[src/rtl/rz_ram.sv]
// Simple dual-port RAM with registered read, read-first on a same-address write.
module rz_ram #(
    parameter int WIDTH  = 24,
    parameter int DEPTH  = 64,
    parameter int ADDR_W = $clog2(DEPTH)
) (
    input  logic              aclk,
    input  logic              we,
    input  logic [ADDR_W-1:0] waddr,
    input  logic [WIDTH-1:0]  wdata,
    input  logic [ADDR_W-1:0] raddr,
    output logic [WIDTH-1:0]  rdata
);

    logic [WIDTH-1:0] mem [DEPTH];

    always_ff @(posedge aclk) begin
        if (we) begin
            mem[waddr] <= wdata;
        end
        rdata <= mem[raddr];
    end

endmodule

[config.mk]
export PLATFORM = sky130hd
export DESIGN_NAME = rz_ram
export DESIGN_NICKNAME = d
export VERILOG_FILES = /design/src/rtl/rz_ram.sv
export SDC_FILE = /design/constraint.sdc
export NUM_CORES = 1
export LEC_CHECK = 0
export ABC_CLOCK_PERIOD_IN_PS = 7800
export BUFFER_PORTS_ARGS = -buffer_cell sky130_fd_sc_hd__buf_2
export CORE_MARGIN = 10
export CORE_UTILIZATION = 55
export CTS_CLUSTER_SIZE = 24
export DETAILED_ROUTE_END_ITERATION = 8
export GPL_TIMING_DRIVEN = 0
export PLACE_DENSITY = 0.69
export SYNTH_ARGS = -nofsm -noshare
export SYNTH_HDL_FRONTEND = slang
export SYNTH_SLANG_ARGS = --single-unit
[constraint.sdc]
create_clock -name aclk -period 7.8 [get_ports aclk]
set_input_delay 0 -clock aclk [delete_from_list [all_inputs] [get_ports aclk]]
set_output_delay 0 -clock aclk [all_outputs]
set_load 0.05 [all_outputs]
Word level (Yosys, flattened, before mapping)
Memories as Yosys holds them, arrays and structs flattened. A register that Yosys moved wholly into a read port is not among the register bits.
Index checks and enable logic that the tools add are counted.
- bits in writable memories: 1536
- word-level logic and storage cells: 3
- input bits: 38
- register bits after elaboration: 0
- memories kept: 1
- output and inout port bits: 24
- muxes and demuxes: 2
- memories (memory ; depth ; width ; read ports ; clocked after memory_dff ; wr ports ; RTL line ; RTL):
    mem ; 64 ; 24 ; 1 ; 1 ; 1 ; 15 ; logic [WIDTH-1:0] mem [DEPTH];
- operators with widths (cell ; count):
    1-bit 2-to-1 mux ; 2

Logic depth before layout (Yosys ltp)
- depth after elaboration: 2
- depth in mapped cells: 9
- gate-level depth less buffers: 5

Worst setup path before layout
OpenSTA, ideal clock, no wires.
- path type: input to register
- start: input waddr[3]
- end: memory mem[48][0] (enable)
- data arrival time: 2.162 ns
- buffers on the path: 1
- library setup time: 0.435 ns
- stages on the path: 4
- setup slack: 5.203 ns
- required time: 7.365 ns
- cell sequence: clkbuf_1 -> nor2b_1 -> nand4b_1 -> nor3_1
- RTL lines (item ; RTL line ; RTL):
    start: declaration ; 9 ; input logic [ADDR_W-1:0] waddr,
    end: declaration ; 15 ;
Straight into the memory's write port.

==> impl_metrics.yaml <==
cts:
  cts_setup_buffers: 0
  ctsLongestPathBuffers: 3
  clkLatencyLatePin_ns: 0.76
  cts_made_buffers: 152
  clock_transition_at_the_registers_of_the_reported_paths_ns: 0.06
  htreeDepth: 4
  hold_buf_count_cts: 5
  cts.root.buffer_cell: "clkbuf_16"
  clock-sinks: 1560
  post_cts.resized_instances: 0
  tritoncts: "yes"
power_and_ir_drop:
  power.leakage_nw: 21.1
  p_per_area_mw_per_mm2: 258
  ir_worst_vdd_mv: 0.233
timing:
  finalSetupViolations: 0
  finalCritPeriodShare_pct: 40.4
  worst_slew_pin_slew_ns: 1.52
  slew-limit-headroom_pct: -1.04
  timing.final.crit_period_ns: 3.15
  setup_repair_after_global_routing_missed_its_margin: "no"
  worst_clock_skew_ns: 0.0252
  max_freq_mhz: 317
  timing.final.max_slew_violations: 2
  final.hold.worst_slack_ns: 0.0609
  hold_viol: 0
  setup-tns-final_ns: 0
critical_path:
  endpoint_kind: "flip-flop"
  crit_arrival_ns: 3.79
  critical_path.top_delay_family: "buffers and inverters"
  cp_cell_sequence: "buf_2 -> buf_2 -> buf_2 -> buf_4 -> clkbuf_1 -> a221oi_1 -> a221oi_1 -> a31oi_1 -> o21a_1"
  worst_path_max_delay_cell: "a221oi_1"
  slowest_delay_ns: 1.26
  cpMostUsedCell: "buf_2"
  critPathMaxFanout: 10
  critical_path_required_ns: 8.44
  crit_type: "primary input to flip-flop"
  worst-path-buf-inv: 5
  start_kind: "primary input"
detailed_routing:
  totalWireLength_microns: 151000
  routed_wire_length_per_instance_microns: 34.5
  firstDrtPassIters: 5
  initialDrtViolationCount: 4010
  route.detailed.drc: 0
  detail-route-antenna-nets: 0
  vias_per_cell: 6.67
  dr_total_vias: 29200
floorplan:
  core-area_sq_mm: 0.107
  std_cell_rows: 120
  die_w_microns: 348
  start_util_pct: 55.4
  die_h_microns: 348
  io-pin-count: 62
  die_area_sq_mm: 0.121
logic_synthesis:
  syn-num-nets: 2648
  distinct_cells_synth: 40
  mappedNetlistArea_sq_mm: 0.0593
  synth_flop_cell: "edfxtp_1"
  synth.yosys.seq_area_share_pct: 78.6
  yosysTopAreaCell: "edfxtp_1"
  synth_warnings: 0
  netlist_instances: 2610
  netlist.area_leader.share_pct: 77.8
  syn_avg_cell_area_sq_um: 22.7
  ys_async_sr_fraction_pct: 0
  synth_enable_flop_cells: 1536
  netlist_top_cells_area: "edfxtp_1 78%, mux4_2 13%, mux2i_1 1.6%"
  yosys_register_bits: 1560
grt:
  via_count_of_the_first_global_routing_pass: 29500
  grt_antenna_before_repair: 14
  globalRoute.totalOverflow: 0
  grt_max_degree: 65
  grt_pass1_wl_microns: 216000
  global_route.usage.total_pct: 25.2
min_path:
  hold_path_class: "primary input to flip-flop"
layout:
  filler_cell_count: 6938
  mostFrequentLayoutCells: "1536 x edfxtp_1, 355 x mux4_2, 159 x clkbuf_16"
  finish.net_count: 2904
  final_common_cell: "edfxtp_1"
  register_area_sq_mm: 0.0466
  drive_above_1_share_pct: 28.6
  synthToLayoutAreaGrowth_pct: 13.6
  multiInputGateArea_sq_mm: 0.0123
outcome:
  outcome: "finished with violations"
  violations: "slew limit"
place:
  place_congestion: 0.934
  port_buffers: 54
  hpwl_after_detailed_placement_microns: 95700
job:
  cap_violations: 0
==> stage by stage <==
stage	instances	total power (W)	utilization [%]	cell area, sq um	worst slack [ns]
floorplan	2610	0.00999	-	59300	5.20
finish	4385	0.0174	62.9	67300	4.65
detailed placement	4097	0.0105	58.3	62400	4.13
global route	4382	0.0178	62.9	67300	4.74
CTS	4369	0.0174	62.8	67200	4.94
global placement	4067	0.0104	57.3	61300	3.57
==> metal layers <==
layer	part of all wire (%)	global-route usage, %	up-vias
met1	37	34.1	15500
met4	4.0	9.82	14
li1	-	-	11600
met2	47	38.7	1819
met3	12	7.27	321
met5	0.059	0	-
==> synthesized netlist by cell type, types with 3 or more instances <==
cell         n
clkbuf_1    44
a221o_1      4
edfxtp_1  1536
mux2_2      53
o22ai_1     53
mux2i_1     95
a31oi_1     13
buf_1       13
buf_4       31
o21ai_0     12
o21a_1      13
a21oi_1     22
buf_6        8
dfxtp_1     24
or2_2        3
nand3b_1     3
a221oi_1    52
a22oi_1     29
mux4_2     355
and3_1      16
o21ai_1      6
or3_1       10
and2_1       3
or3b_2       3
nand2b_1     6
nor2_1      80
buf_2       45
nor2b_1      9
nand3_1     20
nand2_1     36
==> registers in the layout, summed over array words and instances (netlist names) <==
name / flops
mem: 1536
rdata: 24
==> area by class of cell <==
class | count | share of cell area (%)
clock inverters | 75 | 0.927
multi-input cells | 906 | 18.3
plain buffers | 142 | 1.14
repair buffers | 102 | 1.65
flip-flops and latches | 1560 | 69.2
inverters | 2 | 0.0111
clock buffers | 192 | 6.14
well taps | 1403 | 2.61
diodes | 3 | 0.0111
==> cells by family (layout without fill, tap and decap cells) <==
kind of cell	count (synthesis)	after routing	share of synthesized area, %
flops	1560	1560	78.6
compound gates	207	207	2.44
other cells	0	3	0
buf+inv	144	513	1.31
simple gates	196	196	1.56
mux	503	503	16.1
==> worst paths after layout <==
check,from,endpoint,slack (ns),depth (start not counted)
setup reg to reg,mem[54][8],rdata[8],4.85,5
setup / recovery,raddr[1],rdata[8],4.65,9
hold reg to reg,mem[61][11],rdata[11],1.09,4
hold / removal,wdata[22],mem[45][22],0.06,1
==> power by group <==
group / switching (W) / internal [W]
Combinational: 0.000679 / 0.000318
Clock: 0.00302 / 0.00404
Sequential: 0.0000185 / 0.00928
Note: power is estimated with default switching activity, not from simulation.
